**src/rtl/core/vcfe_pkg.sv**
```systemverilog
// Shared types and constants of the camera command frame encoder.
package vcfe_pkg;

  localparam int BYTE_W         = 8;
  localparam int BODY_MAX       = 8;   // bytes before the terminator, worst case
  localparam int LEN_W          = 4;   // holds 0..BODY_MAX
  localparam int CFG_INDEX_W    = 2;
  localparam int QUEUE_DEPTH_DEF = 2;

  localparam logic [7:0] HDR_BASE   = 8'h80;
  localparam logic [7:0] TERMINATOR = 8'hFF;
  localparam logic [7:0] PAN_MAX    = 8'h18;
  localparam logic [7:0] TILT_MAX   = 8'h14;
  localparam logic [7:0] ZOOM_MAX   = 8'h07;
  localparam logic [7:0] STOP_CODE_RESET = 8'h03;

  typedef enum logic [3:0] {
    OP_PANTILT       = 4'd0,
    OP_STOP          = 4'd1,
    OP_HOME          = 4'd2,
    OP_ZOOM          = 4'd3,
    OP_FOCUS         = 4'd4,
    OP_AUTOFOCUS     = 4'd5,
    OP_POWER         = 4'd6,
    OP_PRESET_SET    = 4'd7,
    OP_PRESET_RECALL = 4'd8
  } op_t;

  typedef enum logic [CFG_INDEX_W-1:0] {
    REG_PAN_STOP  = 2'd0,
    REG_TILT_STOP = 2'd1
  } reg_index_t;

  // One queued frame: body bytes in order plus body length (terminator implied).
  typedef struct packed {
    logic [BODY_MAX-1:0][BYTE_W-1:0] body;
    logic [LEN_W-1:0]                len;
  } frame_t;

endpackage

```
**src/rtl/core/vcfe_front.sv**
```systemverilog
// Front end: classifies a command request and builds its frame body.
module vcfe_front import vcfe_pkg::*; (
  input  logic              in_valid,
  input  logic              queue_full,
  input  logic [3:0]        in_operation,
  input  logic [3:0]        in_camera_address,
  input  logic [7:0]        in_pan_code,
  input  logic [7:0]        in_tilt_code,
  input  logic [7:0]        in_pan_rate,
  input  logic [7:0]        in_tilt_rate,
  input  logic signed [7:0] in_direction,
  input  logic [7:0]        in_zoom_rate,
  input  logic              in_enable,
  input  logic [7:0]        in_preset_number,
  input  logic [7:0]        pan_stop_code,
  input  logic [7:0]        tilt_stop_code,
  output logic              push_valid,
  output frame_t            push_frame
);

  logic       known;
  logic       dir_neg;
  logic       dir_pos;
  logic [7:0] pan_speed;
  logic [7:0] tilt_speed;
  logic [2:0] zoom_speed;
  logic [7:0] en_byte;

  assign dir_neg    = in_direction[7];
  assign dir_pos    = !dir_neg && (in_direction != 8'sd0);
  assign en_byte    = in_enable ? 8'h02 : 8'h03;
  assign zoom_speed = (in_zoom_rate > ZOOM_MAX) ? ZOOM_MAX[2:0] : in_zoom_rate[2:0];

  always_comb begin
    if (in_pan_rate == 8'd0) pan_speed = 8'd1;
    else if (in_pan_rate > PAN_MAX) pan_speed = PAN_MAX;
    else pan_speed = in_pan_rate;
    if (in_tilt_rate == 8'd0) tilt_speed = 8'd1;
    else if (in_tilt_rate > TILT_MAX) tilt_speed = TILT_MAX;
    else tilt_speed = in_tilt_rate;
  end

  always_comb begin
    push_frame         = '0;
    known              = 1'b1;
    push_frame.body[0] = HDR_BASE | {4'h0, in_camera_address};
    push_frame.body[1] = 8'h01;
    unique case (op_t'(in_operation)) inside
      OP_PANTILT: begin
        push_frame.body[2] = 8'h06;
        push_frame.body[3] = 8'h01;
        push_frame.body[4] = pan_speed;
        push_frame.body[5] = tilt_speed;
        push_frame.body[6] = in_pan_code;
        push_frame.body[7] = in_tilt_code;
        push_frame.len     = LEN_W'(8);
      end
      OP_STOP: begin
        push_frame.body[2] = 8'h06;
        push_frame.body[3] = 8'h01;
        push_frame.body[4] = 8'h01;
        push_frame.body[5] = 8'h01;
        push_frame.body[6] = pan_stop_code;
        push_frame.body[7] = tilt_stop_code;
        push_frame.len     = LEN_W'(8);
      end
      OP_HOME: begin
        push_frame.body[2] = 8'h06;
        push_frame.body[3] = 8'h04;
        push_frame.len     = LEN_W'(4);
      end
      OP_ZOOM: begin
        push_frame.body[2] = 8'h04;
        push_frame.body[3] = 8'h07;
        if (dir_pos) push_frame.body[4] = {5'b00100, zoom_speed};
        else if (dir_neg) push_frame.body[4] = {5'b00110, zoom_speed};
        else push_frame.body[4] = 8'h00;
        push_frame.len     = LEN_W'(5);
      end
      OP_FOCUS: begin
        push_frame.body[2] = 8'h04;
        push_frame.body[3] = 8'h08;
        if (dir_pos) push_frame.body[4] = 8'h02;
        else if (dir_neg) push_frame.body[4] = 8'h03;
        else push_frame.body[4] = 8'h00;
        push_frame.len     = LEN_W'(5);
      end
      OP_AUTOFOCUS: begin
        push_frame.body[2] = 8'h04;
        push_frame.body[3] = 8'h38;
        push_frame.body[4] = en_byte;
        push_frame.len     = LEN_W'(5);
      end
      OP_POWER: begin
        push_frame.body[2] = 8'h04;
        push_frame.body[3] = 8'h00;
        push_frame.body[4] = en_byte;
        push_frame.len     = LEN_W'(5);
      end
      OP_PRESET_SET, OP_PRESET_RECALL: begin
        push_frame.body[2] = 8'h04;
        push_frame.body[3] = 8'h3F;
        push_frame.body[4] = (op_t'(in_operation) == OP_PRESET_SET) ? 8'h01 : 8'h02;
        push_frame.body[5] = {1'b0, in_preset_number[6:0]};
        push_frame.len     = LEN_W'(6);
      end
      default: known = 1'b0;  // unknown codes are swallowed
    endcase
  end

  assign push_valid = in_valid && !queue_full && known;

endmodule

```
**src/rtl/core/vcfe_queue.sv**
```systemverilog
// Small frame queue between the front end and the byte serializer.
module vcfe_queue import vcfe_pkg::*; #(
  parameter int DEPTH = QUEUE_DEPTH_DEF
) (
  input  logic   clk,
  input  logic   rst_n,
  input  logic   push,
  input  frame_t push_frame,
  input  logic   pop,
  output frame_t head,
  output logic   full,
  output logic   empty
);

  localparam int PTR_W = $clog2(DEPTH);
  localparam int CNT_W = $clog2(DEPTH + 1);

  frame_t             mem_r [DEPTH];
  logic [PTR_W-1:0]   wr_ptr_r, wr_ptr_nxt;
  logic [PTR_W-1:0]   rd_ptr_r, rd_ptr_nxt;
  logic [CNT_W-1:0]   count_r, count_nxt;

  assign full  = (count_r == CNT_W'(DEPTH));
  assign empty = (count_r == '0);
  assign head  = mem_r[rd_ptr_r];

  always_comb begin
    wr_ptr_nxt = wr_ptr_r;
    rd_ptr_nxt = rd_ptr_r;
    count_nxt  = count_r;
    if (push) wr_ptr_nxt = (wr_ptr_r == PTR_W'(DEPTH - 1)) ? '0 : wr_ptr_r + 1'b1;
    if (pop)  rd_ptr_nxt = (rd_ptr_r == PTR_W'(DEPTH - 1)) ? '0 : rd_ptr_r + 1'b1;
    if (push && !pop) count_nxt = count_r + 1'b1;
    else if (pop && !push) count_nxt = count_r - 1'b1;
  end

  always_ff @(posedge clk) begin
    if (!rst_n) begin
      wr_ptr_r <= '0;
      rd_ptr_r <= '0;
      count_r  <= '0;
    end else begin
      wr_ptr_r <= wr_ptr_nxt;
      rd_ptr_r <= rd_ptr_nxt;
      count_r  <= count_nxt;
    end
  end

  always_ff @(posedge clk) begin
    if (push) mem_r[wr_ptr_r] <= push_frame;
  end

endmodule

```
**src/rtl/core/vcfe_back.sv**
```systemverilog
// Back end: walks a frame one byte per transfer into the output register.
module vcfe_back import vcfe_pkg::*; (
  input  logic       clk,
  input  logic       rst_n,
  input  frame_t     head,
  input  logic       queue_empty,
  output logic       pop,
  input  logic       out_stall,
  output logic       out_valid,
  output logic [7:0] out_frame_byte,
  output logic       out_last_byte
);

  frame_t           cur_r;
  logic             busy_r;
  logic [LEN_W-1:0] idx_r;
  logic             out_valid_r;
  logic [7:0]       out_byte_r;
  logic             out_last_r;
  logic             advance;
  logic             at_term;

  assign advance = !out_valid_r || !out_stall;
  assign at_term = (idx_r == cur_r.len);
  assign pop     = !queue_empty && (!busy_r || (advance && at_term));

  always_ff @(posedge clk) begin
    if (!rst_n) begin
      busy_r      <= 1'b0;
      out_valid_r <= 1'b0;
      idx_r       <= '0;
    end else begin
      if (advance) out_valid_r <= busy_r;
      if (pop) begin
        busy_r <= 1'b1;
        idx_r  <= '0;
      end else if (advance && busy_r) begin
        idx_r <= idx_r + 1'b1;
        if (at_term) busy_r <= 1'b0;
      end
    end
  end

  always_ff @(posedge clk) begin
    if (advance && busy_r) begin
      out_byte_r <= at_term ? TERMINATOR : cur_r.body[idx_r[$clog2(BODY_MAX)-1:0]];
      out_last_r <= at_term;
    end
    if (pop) cur_r <= head;
  end

  assign out_valid      = out_valid_r;
  assign out_frame_byte = out_byte_r;
  assign out_last_byte  = out_last_r;

endmodule

```
**src/rtl/core/visca_command_frame_encoder_top.sv**
```systemverilog
// Top level of the camera command frame encoder.
//
// Usage:
//   Input channel (in_*): one camera command request per transfer, taken at a
//   clock edge with in_valid high and in_stall low. in_stall rises only while
//   the frame queue is full.
//   Output channel (out_*): the command frame, one byte per transfer, with
//   out_last_byte set on the 0xFF terminator. The sink holds out_stall high
//   to freeze the current byte; the front keeps accepting until the queue
//   fills.
//   Config channel (cfg_*): always ready; index 0 writes the pan stop code,
//   index 1 the tilt stop code, other indexes are dropped. Write while idle.
// Path: queue, then serializer frame register, then output byte register.
// Throughput: one byte per cycle while out_stall is low; a frame is 5 to 9
//   bytes (home 5, zoom/focus/af/power 6, preset 7, pan/tilt and stop 9),
//   sent by the serializer in the back end. Queued frames follow with no gap.
// Unknown operation codes are accepted and produce no bytes.
// Reset (rst_n low, synchronous): queue and serializer empty, both stop codes
//   return to 0x03.
module visca_command_frame_encoder_top import vcfe_pkg::*; #(
  parameter int QUEUE_DEPTH = QUEUE_DEPTH_DEF  // frames buffered, 2 or more
) (
  input  logic                   clk,
  input  logic                   rst_n,
  // command requests
  input  logic                   in_valid,
  output logic                   in_stall,
  input  logic [3:0]             in_operation,
  input  logic [3:0]             in_camera_address,
  input  logic [7:0]             in_pan_code,
  input  logic [7:0]             in_tilt_code,
  input  logic [7:0]             in_pan_rate,
  input  logic [7:0]             in_tilt_rate,
  input  logic signed [7:0]      in_direction,
  input  logic [7:0]             in_zoom_rate,
  input  logic                   in_enable,
  input  logic [7:0]             in_preset_number,
  // frame bytes
  output logic                   out_valid,
  input  logic                   out_stall,
  output logic [7:0]             out_frame_byte,
  output logic                   out_last_byte,
  // register writes
  input  logic                   cfg_valid,
  output logic                   cfg_ready,
  input  logic [CFG_INDEX_W-1:0] cfg_index,
  input  logic [7:0]             cfg_wdata
);

  logic [7:0] pan_stop_r;
  logic [7:0] tilt_stop_r;
  logic       push_valid;
  frame_t     push_frame;
  frame_t     queue_head;
  logic       queue_full;
  logic       queue_empty;
  logic       queue_pop;

  // Config registers; the port never back-pressures.
  assign cfg_ready = 1'b1;

  always_ff @(posedge clk) begin
    if (!rst_n) begin
      pan_stop_r  <= STOP_CODE_RESET;
      tilt_stop_r <= STOP_CODE_RESET;
    end else if (cfg_valid && cfg_ready) begin
      unique case (cfg_index) inside
        REG_PAN_STOP:  pan_stop_r  <= cfg_wdata;
        REG_TILT_STOP: tilt_stop_r <= cfg_wdata;
        default: ;  // unmapped index, write dropped
      endcase
    end
  end

  // Input stalls only on a full queue, so a waiting sink never blocks
  // requests until the buffered frames are used up.
  assign in_stall = queue_full;

  vcfe_front u_front (
    .in_valid          (in_valid),
    .queue_full        (queue_full),
    .in_operation      (in_operation),
    .in_camera_address (in_camera_address),
    .in_pan_code       (in_pan_code),
    .in_tilt_code      (in_tilt_code),
    .in_pan_rate       (in_pan_rate),
    .in_tilt_rate      (in_tilt_rate),
    .in_direction      (in_direction),
    .in_zoom_rate      (in_zoom_rate),
    .in_enable         (in_enable),
    .in_preset_number  (in_preset_number),
    .pan_stop_code     (pan_stop_r),
    .tilt_stop_code    (tilt_stop_r),
    .push_valid        (push_valid),
    .push_frame        (push_frame)
  );

  vcfe_queue #(
    .DEPTH (QUEUE_DEPTH)
  ) u_queue (
    .clk        (clk),
    .rst_n      (rst_n),
    .push       (push_valid),
    .push_frame (push_frame),
    .pop        (queue_pop),
    .head       (queue_head),
    .full       (queue_full),
    .empty      (queue_empty)
  );

  // Serializer reloads from the queue in the same cycle it sends a
  // terminator, so consecutive frames run without a bubble.
  vcfe_back u_back (
    .clk            (clk),
    .rst_n          (rst_n),
    .head           (queue_head),
    .queue_empty    (queue_empty),
    .pop            (queue_pop),
    .out_stall      (out_stall),
    .out_valid      (out_valid),
    .out_frame_byte (out_frame_byte),
    .out_last_byte  (out_last_byte)
  );

endmodule

```
**config.mk**
```make
export PLATFORM = sky130hd
export DESIGN_NAME = visca_command_frame_encoder_top
export DESIGN_NICKNAME = d
export VERILOG_FILES = /design/src/rtl/core/vcfe_pkg.sv /design/src/rtl/core/vcfe_front.sv /design/src/rtl/core/vcfe_queue.sv /design/src/rtl/core/vcfe_back.sv /design/src/rtl/core/visca_command_frame_encoder_top.sv
export SDC_FILE = /design/constraint.sdc
export NUM_CORES = 1
export LEC_CHECK = 0
export ABC_AREA = 1
export BUFFER_PORTS_ARGS = -buffer_cell sky130_fd_sc_hd__buf_2
export CORE_ASPECT_RATIO = 0.9
export CORE_MARGIN = 2
export CORE_UTILIZATION = 62
export CTS_CLUSTER_DIAMETER = 30
export CTS_CLUSTER_SIZE = 10
export DETAILED_ROUTE_END_ITERATION = 8
export HOLD_SLACK_MARGIN = 0.03
export PLACE_DENSITY_LB_ADDON = 0.25
export SLEW_MARGIN = 20
export SYNTH_ARGS = -nofsm -noshare
export SYNTH_HDL_FRONTEND = slang
export SYNTH_SLANG_ARGS = --single-unit
export TNS_END_PERCENT = 30
```
**constraint.sdc**
```tcl
create_clock -name clk -period 5.45 [get_ports clk]
set_clock_uncertainty 0.2 [all_clocks]
set_input_delay 0.2725 -clock clk [delete_from_list [all_inputs] [get_ports clk]]
set_output_delay 0.2725 -clock clk [all_outputs]
set_load 0.01 [all_outputs]
```
# Word level (Yosys, flattened, before mapping)
# Memories as Yosys holds them, arrays and structs flattened. A register that Yosys moved wholly into a read port is not among the register bits.
# Index checks and enable logic that the tools add are counted.
# op_classes
mux	28
bitwise_logic	1
add_sub_neg	5
n_lt_le_gt_ge	4
reduce_logical	36
eq_ne	11
# ops
cell	count
$pmux W14 S7	1
$mux W8	6
$pmux W8 S6	1
$pmux W16 S2	1
$bmux W8 S3	1
$pmux W8 S3	1
$eq A4 B3 Y1 const B	4
$gt A8 B5 Y1 const B	2
$logic_not A8 Y1	2
$pmux W4 S4	1
$mux W6	2
$mux W1	9
$reduce_or A9 Y1	1
$eq A4 B2 Y1 const B	2
$gt A8 B3 Y1 const B	1
$logic_and A1 B1 Y1	8
$logic_not A1 Y1	8
$mux W2	4
$reduce_bool A8 Y1	1
$reduce_or A2 Y1	4
$reduce_and A2 Y1	3
$reduce_bool A2 Y1	3
$add A4 B1 Y4 const B	1
$eq A4 B1 Y1 const B	1
other kinds (14)	17
# totals
n_memories	1
out_inout_bits	12
input_bits	80
wordCells	99
reg_bits	59
ram_bits	108
# mem_list
memory	words	width	read_ports	rd_clocked_by_memory_dff	wr	line	rtl
u_queue.mem_r	2	54	1	1	1	vcfe_queue.sv:18	frame_t mem_r [DEPTH];

# Logic depth before layout (Yosys ltp)
# Gate-level depths: netlist of the first run.
# logic_depth
word_depth	8
mapped_depth	13
ltp_nobuf	12

# Hierarchy
# From an unflattened synthesis of the first run, not the netlist that was laid out.
# hier_totals
cells_unflattened	791
hier_area_um2	10169.8
# modules_own_cells
mod	seq_area_each_um2	cells_each	n_inst	area_per_inst_um2
vcfe_queue	4184.0	247	1	5225.0
vcfe_back	2432.3	265	1	3271.9
vcfe_front	0.0	179	1	957.2
visca_command_frame_encoder_top	320.3	100	1	715.7

# Worst setup path before layout of the first run
# Ideal clock, no wire load.
# synth_timing
kind	input-to-reg
startpoint	input port in_operation[1]
endpoint	memory u_queue.mem_r[1][0] in the netlist's numbering, enable pin
path_buffers	0
slack_ps	2093
arrival_time_ps	2703
setup_ps	453
required_time_ps	4797
path_stages	5
path_cell_list	nor2_4 -> nand3_2 -> nand2_1 -> nand2_1 -> nor2_1
# synth_between
elab_chain_len	6
elab_cells_between_ends	14
cone_classes	eq/ne: 8; mux: 3; reduce/logical: 3
# synth_rtl
element	line	rtl
start, declared	visca_command_frame_encoder_top.sv:28	input logic [3:0] in_operation,
$eq A4 B4 Y1 (no line) (tied with other cells)	-	
$reduce_or A9 Y1 (no line) (*)	-	
$mux W1 (*)	vcfe_front.sv:48	unique case (op_t'(in_operation)) inside
$logic_and A1 B1 Y1 (*)	vcfe_front.sv:111	assign push_valid = in_valid && !queue_full && known;
$mux W1 (*)	vcfe_queue.sv:50	if (push) mem_r[wr_ptr_r] <= push_frame;
$mux W1 (not written as such) (*)	vcfe_queue.sv:50	
end, declared	vcfe_queue.sv:18	
# Every way passes the cells marked *; elsewhere a longest branch is shown, timed or not.

# Worst setup path in the final report of the first run
# layout_timing
startpoint	register u_back.idx_r[0]
endpoint	register, netlist name u_back.cur_r[1]
# layout_between
elab_chain_len	4
# layout_rtl
element	line	rtl
start, declared	vcfe_back.sv:16	logic [LEN_W-1:0] idx_r;
start signal, assigned	vcfe_back.sv:38	idx_r <= idx_r + 1'b1;
$eq A4 B4 Y1	vcfe_back.sv:24	assign at_term = (idx_r == cur_r.len);
$logic_and A1 B1 Y1	vcfe_back.sv:25	assign pop = !queue_empty && (!busy_r || (advance && at_term));
$logic_or A1 B1 Y1	vcfe_back.sv:25	
$logic_and A1 B1 Y1	vcfe_back.sv:25	
named net queue_pop	visca_command_frame_encoder_top.sv:57	logic queue_pop;
# The timed path passes the listed nets, and every way through them passes these cells.
# A chain may end at the register's enable or synchronous reset.

==> results.yml, run 1 <==
floorplanning:
  start_util_pct: 63.34
  rows: 37
  design.portCount: 92
  die_w_um: 117.9
  floorplan.die_area_um2: 12560
  fp.dieH_um: 106.5
  core-area_um2: 11430
grt:
  grt_start_max_net_pins: 50
  grt_pass1_wl_mm: 25.05
  antenna_found_initial: 0
  grt_use_total_pct: 26.54
  grt_pass1_vias: 4919
  grt_overflow_total: 0
detailed_routing:
  wl_met2_mm: 7.970
  top_layer_used: "met4"
  drtPass1Iterations: 8
  drc: 0
  num_vias: 4960
  m1WireLength_mm: 6.447
  wl_per_cell_um: 17.63
  drtIter0Drc: 500
  vias_per_cell: 5.573
  drtAntennaViolNets: 0
  route.met3.wl_um: 955
  routed_wl_mm: 15.69
worst_setup_path:
  critPathRequiredTime_ns: 5.30
  critPathLaunchType: "register"
  cp.arrival_ns: 3.15
  crit_type: "reg2reg"
  path_max_fanout: 47
  end_kind: "register"
sta:
  setup_viol: 0
  rsz0062_at_grt: "no"
  worst_pin_slew_ns: 0.9618
  fmax_ghz: 0.3031
  fin_crit_sh_pct: 60.54
  max_slew_margin_pct: 35.79
  drv_slew: 0
  hold_viol_final: 0
  tns_ns: 0
  period_minus_slack_ns: 3.299
final_layout:
  drive_above_1_share_pct: 26.70
  antenna_cells: 0
  synthToLayoutAreaGrowth_pct: 23.01
  nets: 804
synthesis:
  synth.avg_cell_area_um2: 12.55
  synth_ff_type: "edfxtp_1"
  syn-instance-count: 577
  yosysSeqAreaShare_pct: 69.37
  synth_edf_count: 150
  ys_warn_count: 0
  synth_cell_types: 35
  synth-async-reset-ratio_pct: 0
  syn_area_um2: 7243
  ys_ff_latch: 176
clock_tree:
  clkTransAtPathRegs_ns: 0.06
  cts_tree: "yes"
  clock_latency_ns: 0.43
  cts_buffer_depth: 2
  numCtsBuffers: 17
  cts_setup_buffers: 0
  htree_levels: 4
  root_buffer: "clkbuf_16"
  cts_num_sinks: 176
run:
  max-cap-violations: 0
power_and_ir_drop:
  p_leak_nw: 3.533
  finalPower_mw: 3.961
  vdd_drop_max_v: 0.0002572
  power_density_nw_per_um2: 444.6
status:
  status: "completed"
placed_design:
  io_buffers: 89
  globalplace.congestion: 0.9221
  hpwl_mm: 9.467
min_path:
  hp-class: "in2reg"
what timing repair did:
item | 4_1_cts | 5_1_grt
gates resized for setup | 0 | 0
hold endpoints to repair | 79 | 0
hold buffers | 48 | 0
through the flow:
stage | hold WS [ns] | util [%] | std cells | worst slack (ns) | instance area, µm²
global placement | 0.2491 | 68.42 | 810 | 2.256 | 7824
floorplan | 0.1714 | - | 582 | 2.093 | 7262
detailed placement | 0.2690 | 68.44 | 810 | 2.168 | 7826
finish | 0.04892 | 77.92 | 890 | 2.151 | 8910
global route | 0.05142 | 77.92 | 890 | 1.848 | 8910
CTS | 0.03149 | 77.92 | 890 | 2.161 | 8910
power breakdown:
part           internal [mW]  switching, mW  total (mW)  leakage [nW]
clock                  0.715          0.502        1.22         0.290
combinational          0.282          0.426       0.708          1.62
sequential              1.86          0.175        2.04          1.63
total                   2.86           1.10        3.96          3.53
final timing paths:
kind / endpoint / from / depth (start not counted) / slack (ns)
min: u_queue.mem_r[1][3] / in_operation[1] / 2 / 0.05
max: u_back.cur_r[1] / u_back.idx_r[0] / 8 / 2.15
min reg2reg: pan_stop_r[5] / pan_stop_r[5] / 2 / 0.30
max reg2reg: u_back.cur_r[1] / u_back.idx_r[0] / 8 / 2.15
area by class of cell:
class | instances | area (µm²)
inverters | 45 | 168.9
repair buffers | 139 | 940.9
well taps | 156 | 195.2
fillers | 670 | 2525
clock inverters | 11 | 132.6
clock buffers | 21 | 470.5
multi-input cells | 342 | 1973
flip-flops and latches | 176 | 5029
synthesized netlist by cell type, drive strengths merged (4+ instances only):
master | instances | share of area, %
nor2 | 65 | 3.8
a22o | 16 | 1.9
nand4 | 4 | 0.35
o21ai | 36 | 2.5
nand3 | 40 | 2.8
edfxtp | 150 | 62
buf | 16 | 1.4
inv | 44 | 2.3
dfxtp | 26 | 7.2
nor3 | 4 | 0.28
a21oi | 9 | 0.62
nand2 | 97 | 5.2
mux2 | 47 | 7.3
critical path: stages, from the launching register on:
cell and delay (ns):
dfxtp_1 0.92, inv_2 0.36, nand2_1 0.15, nand2_1 0.06, nor2_1 0.14, nand3_1 0.14, nand2_2 0.12, nand2_2 0.09
inv_2 0.71
cell families after synthesis:
| kind of cell | after synthesis | share of synthesized area [%] |
|---|---|---|
| other cells | 2 | 0.1037 |
| xor+xnor | 3 | 0.3628 |
| mux | 47 | 7.307 |
| buf+inv | 64 | 3.852 |
| fa+ha+maj | 3 | 0.5183 |
| flops | 176 | 69.37 |
| compound gates | 68 | 5.718 |
| simple gates | 214 | 12.77 |
registers in the layout, summed over array words and instances (netlist names):
name and cells:
u_back.cur_r 47, pan_stop_r 8, u_back.busy_r 1, u_queue.mem_r 94
u_queue.wr_ptr_r 1, tilt_stop_r 8, u_back.out_frame_byte 8, u_back.out_valid 1
u_back.idx_r 4, u_queue.count_r 2, u_back.out_last_byte 1, u_queue.rd_ptr_r 1
layer usage:
metal / vias to the layer above / track usage, %
li1: 2320 / -
met1: 2371 / 34.26
met2: 239 / 45.02
met3: 30 / 5.097
met4: 0 / 10.24
met5: - / 0
cell usage in the layout, fill, tap and decap left out, types with 3 or more instances in the layout:
| cell type | synthesis | routed |
|---|---|---|
| nand3_1 | 39 | 39 |
| nand2_2 | 4 | 4 |
| conb_1 | 2 | 7 |
| nor2_4 | 1 | 3 |
| dfxtp_1 | 26 | 25 |
| clkinv_4 | 0 | 5 |
| inv_2 | 15 | 15 |
| nor2_1 | 61 | 59 |
| a22o_1 | 16 | 16 |
| inv_1 | 29 | 29 |
| dlygate4sd3_1 | 0 | 48 |
| nor3_1 | 4 | 4 |
| clkbuf_8 | 0 | 3 |
| o21ai_1 | 9 | 9 |
| a21oi_1 | 9 | 9 |
| nand2_1 | 93 | 93 |
| nand4_1 | 4 | 4 |
| edfxtp_1 | 150 | 150 |
| xor2_1 | 3 | 3 |
| o21ai_0 | 27 | 27 |
| buf_2 | 7 | 89 |
| ha_1 | 3 | 3 |
| clkbuf_16 | 0 | 17 |
| mux2_2 | 47 | 47 |
No activity file was read; power rests on OpenSTA's default activity.
==> run 2, diff against run 1 <==
--- a/config.mk
+++ b/config.mk
@@ -9,7 +9,7 @@
 export BUFFER_PORTS_ARGS = -buffer_cell sky130_fd_sc_hd__buf_2
 export CORE_ASPECT_RATIO = 0.9
 export CORE_MARGIN = 2
-export CORE_UTILIZATION = 62
+export CORE_UTILIZATION = 52
 export CTS_CLUSTER_DIAMETER = 30
 export CTS_CLUSTER_SIZE = 10
 export DETAILED_ROUTE_END_ITERATION = 8
==> constraint.sdc (replaced) <==
create_clock -name clk -period 2.7 [get_ports clk]
set_clock_uncertainty 0.2 [all_clocks]
set_input_delay 0.135 -clock clk [delete_from_list [all_inputs] [get_ports clk]]
set_output_delay 0.135 -clock clk [all_outputs]
set_load 0.01 [all_outputs]
==> results.yml, run 2 (synthesis gave the netlist of run 1 again) <==
final_layout:
  finalInstanceArea_um2: 9173
  nets: 835
  drive_above_1_share_pct: 26.67
  final_common_cell: "edfxtp_1"
  fillers: 916
  largest_reg_flops: 94
  top_register: "u_queue.mem_r"
  antenna_cells: 0
  mostFrequentLayoutCells: "edfxtp_1 (150), nand2_1 (92), buf_2 (89)"
  top_regs: "u_queue.mem_r: 94 flops, u_back.cur_r: 47 flops"
  synthToLayoutAreaGrowth_pct: 26.64
detailed_routing:
  drtPass1Iterations: 5
  drtIter0Drc: 422
  routed_wl_mm: 16.23
  drc: 0
  wl_per_cell_um: 17.40
  vias_per_cell: 5.409
  drtAntennaViolNets: 0
  num_vias: 5047
power_and_ir_drop:
  power_density_nw_per_um2: 865.4
  vdd_drop_max_v: 0.0004477
  p_leak_nw: 3.660
placed_design:
  io_buffers: 89
  globalplace.congestion: 0.8252
  postPlaceCellArea_um2: 7919
  hpwl_mm: 10.05
grt:
  grt_pass1_wl_mm: 25.36
  grt_pass1_vias: 4964
  grt_use_total_pct: 23.17
  grt_overflow_total: 0
  antenna_found_initial: 0
  grt_start_max_net_pins: 50
sta:
  fin_crit_sh_pct: 96.12
  whs_ns: 0.06565
  tns_ns: 0
  fmax_ghz: 0.3853
  max_slew_margin_pct: 53.65
  drv_slew: 0
  rsz0062_at_grt: "no"
  setup_viol: 0
  period_minus_slack_ns: 2.595
  hold_viol_final: 0
  worst_pin_slew_ns: 0.6952
worst_setup_path:
  path_max_fanout: 5
  critPathLaunchType: "input port"
  crit_type: "in2reg"
  cp_top_family: "buffers and inverters"
  end_kind: "register"
  max_stage_delay_ns: 0.57
  critPathRequiredTime_ns: 2.68
  critical_path_buf_inv_count: 7
  critPathSlowestCell: "dlygate4sd3_1"
  cp.arrival_ns: 2.57
  worstPathCellList: "dlygate4sd3_1 -> buf_2 -> nand2_1 -> inv_2 -> nand2_4 -> inv_2 -> nand2_1 -> inv_2 -> o21ai_0 -> dlygate4sd3_1 -> nand2_1 -> dlygate4sd3_1"
floorplanning:
  core-area_um2: 13460
  floorplan.die_area_um2: 14890
  die_w_um: 128.4
  rows: 40
  start_util_pct: 53.80
  fp.dieH_um: 116.0
  design.portCount: 92
clock_tree:
  htree_levels: 4
  cts_tree: "yes"
  clkTransAtPathRegs_ns: 0.06
  cts_setup_buffers: 0
  clock_latency_ns: 0.43
  root_buffer: "clkbuf_16"
  cts_num_sinks: 176
  numCtsBuffers: 17
  cts_buffer_depth: 2
min_path:
  hp-class: "in2reg"
run:
  max-cap-violations: 0
status:
  status: "completed"
run 2: cell count changes in the layout (fill, tap and decap cells not counted), moves of 2 or more:
cell	change
clkinv_4	-4
buf_4	+8
clkinvlp_4	+2
clkbuf_8	-3
inv_6	+2
dlygate4sd3_1	+22
run 2: cell type report:
class	instances	area (µm²)	share of cell area [%]
Timing Repair Buffer	170	1241	13.53
Clock inverter	13	112.6	1.228
Multi-Input combinational cell	342	1981	21.59
Inverter	45	168.9	1.841
Tap cell	168	210.2	2.292
Clock buffer	19	432.9	4.720
Sequential cell	176	5026	54.79
run 2: per-layer routing:
| metal | vias up | wire length (µm) | track usage (%) |
|---|---|---|---|
| met5 | - | 0 | 0 |
| met4 | 0 | 410 | 10.40 |
| met3 | 32 | 1105 | 5.771 |
| met2 | 197 | 7743 | 37.52 |
| met1 | 2420 | 6974 | 29.95 |
| li1 | 2398 | - | - |
run 2: stage by stage:
stage | setup WS [ns] | power, mW | instances | util (%)
after floorplan | -0.5685 | 5.034 | 582 | -
after global placement | 0.4330 | 5.566 | 831 | 58.82
after detailed placement | 0.4103 | 5.613 | 831 | 58.82
after CTS | 0.04969 | 7.972 | 933 | 68.08
after global routing | 0.03070 | 8.324 | 933 | 68.13
final | 0.1049 | 7.938 | 933 | 68.13
run 2: power breakdown:
| group | total (mW) | switching (mW) | internal, mW |
|---|---|---|---|
| Clock | 2.29 | 1.02 | 1.27 |
| Combinational | 1.72 | 1.06 | 0.665 |
| Sequential | 3.93 | 0.187 | 3.74 |
| Total | 7.94 | 2.27 | 5.67 |
run 2: worst reg2reg max path, cell delays in order (launching register included):
cell and delay [ns]:
dfxtp_1 0.64, inv_2 0.07, nand2_1 0.07, nand2_1 0.05, nor2_1 0.14, nand3_1 0.11
nand2_2 0.11, nand2_2 0.09, ha_1 0.31, a21oi_1 0.12, o21ai_0 0.11, o21ai_0 0.16
a21oi_1 0.06
run 2: worst paths after layout:
path                        start              endpoint  slack, ns  cells past startpoint
hold reg to reg     pan_stop_r[3]         pan_stop_r[3]       0.29                      2
setup / recovery  in_operation[1]  u_queue.mem_r[0][24]       0.10                     12
setup reg to reg  u_back.idx_r[1]    u_queue.count_r[1]       0.35                     12
hold / removal       cfg_index[0]         pan_stop_r[3]       0.07                      5
run 2: repair_timing:
| action | CTS | global route |
|---|---|---|
| resized for setup | 0 | 3 |
| setup endpoints to repair | 0 | 2 |
| hold buffers | 70 | 0 |
| hold endpoints to repair | 104 | 0 |
==> run 3, diff against run 2 <==
--- a/config.mk
+++ b/config.mk
@@ -6,7 +6,7 @@
 export NUM_CORES = 1
 export LEC_CHECK = 0
 export ABC_AREA = 1
-export BUFFER_PORTS_ARGS = -buffer_cell sky130_fd_sc_hd__buf_2
+export BUFFER_PORTS_ARGS = -buffer_cell sky130_fd_sc_hd__clkbuf_2
 export CORE_ASPECT_RATIO = 0.9
 export CORE_MARGIN = 2
 export CORE_UTILIZATION = 52
@@ -15,7 +15,7 @@
 export DETAILED_ROUTE_END_ITERATION = 8
 export HOLD_SLACK_MARGIN = 0.03
 export PLACE_DENSITY_LB_ADDON = 0.25
-export SLEW_MARGIN = 20
+export SLEW_MARGIN = 5
 export SYNTH_ARGS = -nofsm -noshare
 export SYNTH_HDL_FRONTEND = slang
 export SYNTH_SLANG_ARGS = --single-unit
==> results.yml, run 3 (synthesis gave the netlist of run 1 again) <==
placed_design:
  globalplace.congestion: 0.8299
  postPlaceCellArea_um2: 7946
  dp.cells: 833
  dp_worst_setup_slack_ns: 0.5922
  io_buffers: 89
  hpwl_mm: 10.11
worst_setup_path:
  path_max_fanout: 5
  crit_top_cell: "dlygate4sd3_1"
  crit_type: "in2reg"
  critPathSlowestCell: "dlygate4sd3_1"
  critPathLaunchType: "input port"
  critPathRequiredTime_ns: 2.67
  max_stage_delay_ns: 0.59
  end_kind: "register"
  startpoint: "in_operation[1]"
  cp.arrival_ns: 2.62
  worstPathCellList: "dlygate4sd3_1 -> clkbuf_2 -> nand2_2 -> clkinv_1 -> nand2_2 -> inv_2 -> nand2_1 -> inv_2 -> o21ai_0 -> dlygate4sd3_1 -> nand2_1 -> dlygate4sd3_1"
  reg2reg_from: "u_back.idx_r[2]"
final_layout:
  drive_above_1_share_pct: 27.12
  synthToLayoutAreaGrowth_pct: 27.72
  final_common_cell: "edfxtp_1"
  top_regs: "u_queue.mem_r: 94 flops, u_back.cur_r: 47 flops"
  top_register: "u_queue.mem_r"
  fin_cells: 935
  antenna_cells: 0
  nets: 837
  finalInstanceArea_um2: 9251
  largest_reg_flops: 94
  mostFrequentLayoutCells: "edfxtp_1 (150), nand2_1 (91), clkbuf_2 (89)"
sta:
  fmax_ghz: 0.3776
  setup_viol: 0
  fin_crit_sh_pct: 98.09
  hold_viol_final: 0
  max_slew_margin_pct: 58.31
  drv_slew: 0
  timing.final.ws_setup_ns: 0.05167
  worst_pin_slew_ns: 0.6253
  period_minus_slack_ns: 2.648
floorplanning:
  rows: 40
  fp.dieH_um: 116.0
  die_w_um: 128.4
  design.portCount: 92
  core-area_um2: 13460
  start_util_pct: 53.80
  floorplan.die_area_um2: 14890
power_and_ir_drop:
  power_frac_seq_pct: 49.0
  combPwrFrac_pct: 20.7
  p_leak_nw: 3.711
  switchingPower_mw: 2.293
  p_sw_share_pct: 28.31
  p_int_mw: 5.808
  vdd_drop_max_v: 0.0006822
  power_density_nw_per_um2: 875.6
  pwr-share-clk_pct: 30.3
run:
  max-cap-violations: 0
clock_tree:
  numCtsBuffers: 17
  cts_buffer_depth: 2
  cts_num_sinks: 176
  clkTransAtPathRegs_ns: 0.07
  clock_latency_ns: 0.42
  cts_setup_buffers: 0
  cts_tree: "yes"
  root_buffer: "clkbuf_16"
  htree_levels: 4
grt:
  grt_start_max_net_pins: 35
  grt_pass1_wl_mm: 25.48
  antenna_found_initial: 0
  grt_overflow_total: 0
  grt_use_total_pct: 23.10
  grt_pass1_vias: 4954
detailed_routing:
  num_vias: 4946
  vias_per_cell: 5.290
  drtPass1Iterations: 6
  drc: 0
  wl_per_cell_um: 17.26
  drtAntennaViolNets: 0
  routed_wl_mm: 16.14
  drtIter0Drc: 412
min_path:
  hold_start: "cfg_index[0]"
  hp-class: "in2reg"
status:
  status: "completed"
[run 3: cell count changes in the layout (fill, tap and decap cells not counted), sizes merged]
cell	previous run	this run
clkinv	5	4
buf	100	13
inv	48	52
clkbuf	19	106
bufinv	1	2
clkinvlp	4	2
[run 3: per-stage QoR]
stage               TNS [ns]  hold slack, ns  utilization, %  power [mW]
CTS                        0         0.03526           68.68       8.147
detailed placement         0          0.1331           59.02       5.627
finish                     0         0.04726           68.72       8.100
global route        -0.01997         0.08991           68.72       8.501
global placement           0          0.1291           59.02       5.615
floorplan             -26.72         0.03387               -       5.034
[run 3: power by group through the flow]
| stage | Clock, mW | Combinational (mW) | Sequential [mW] |
|---|---|---|---|
| after CTS | 2.48 | 1.69 | 3.97 |
| after floorplan | 0 | 1.08 | 3.95 |
| after global routing | 2.61 | 1.87 | 4.03 |
| after global placement | 0 | 1.60 | 4.02 |
| final | 2.46 | 1.68 | 3.97 |
| after detailed placement | 0 | 1.60 | 4.03 |
[run 3: path summary, 6_finish.rpt]
kind	slack [ns]	depth (start not counted)	endpoint
hold reg to reg	0.30	2	pan_stop_r[3]
setup reg to reg	0.58	12	u_queue.count_r[1]
hold / removal	0.05	5	pan_stop_r[2]
setup / recovery	0.05	12	u_queue.mem_r[0][24]
[run 3: cell type report]
type / instances / area [µm²]
Inverter: 45 / 168.9
Clock inverter: 15 / 173.9
Sequential cell: 176 / 5026
Timing Repair Buffer: 172 / 1269
Clock buffer: 17 / 425.4
Tap cell: 168 / 210.2
Multi-Input combinational cell: 342 / 1978
Fill cell: 940 / 4212
[run 3: per-layer routing]
metal  GRT usage (%)  part of all wire, %  up-vias
li1                -                    -     2398
met1           30.65                   44     2355
met2           38.69                   50      174
met3           5.817                  4.9       19
met4           5.714                 0.98        0
met5               0                    0        -
[run 3: what timing repair did]
| item | CTS | global route |
|---|---|---|
| setup endpoints to repair | 0 | 2 |
| resized for setup | 0 | 2 |
| hold endpoints to repair | 98 | 0 |
| hold buffers | 70 | 0 |
[run 3: worst max-delay path, delay by kind of cell]
kind | cells | cell delay [ns]
buf+inv | 7 | 2.05
simple gates | 4 | 0.36
compound gates | 1 | 0.08
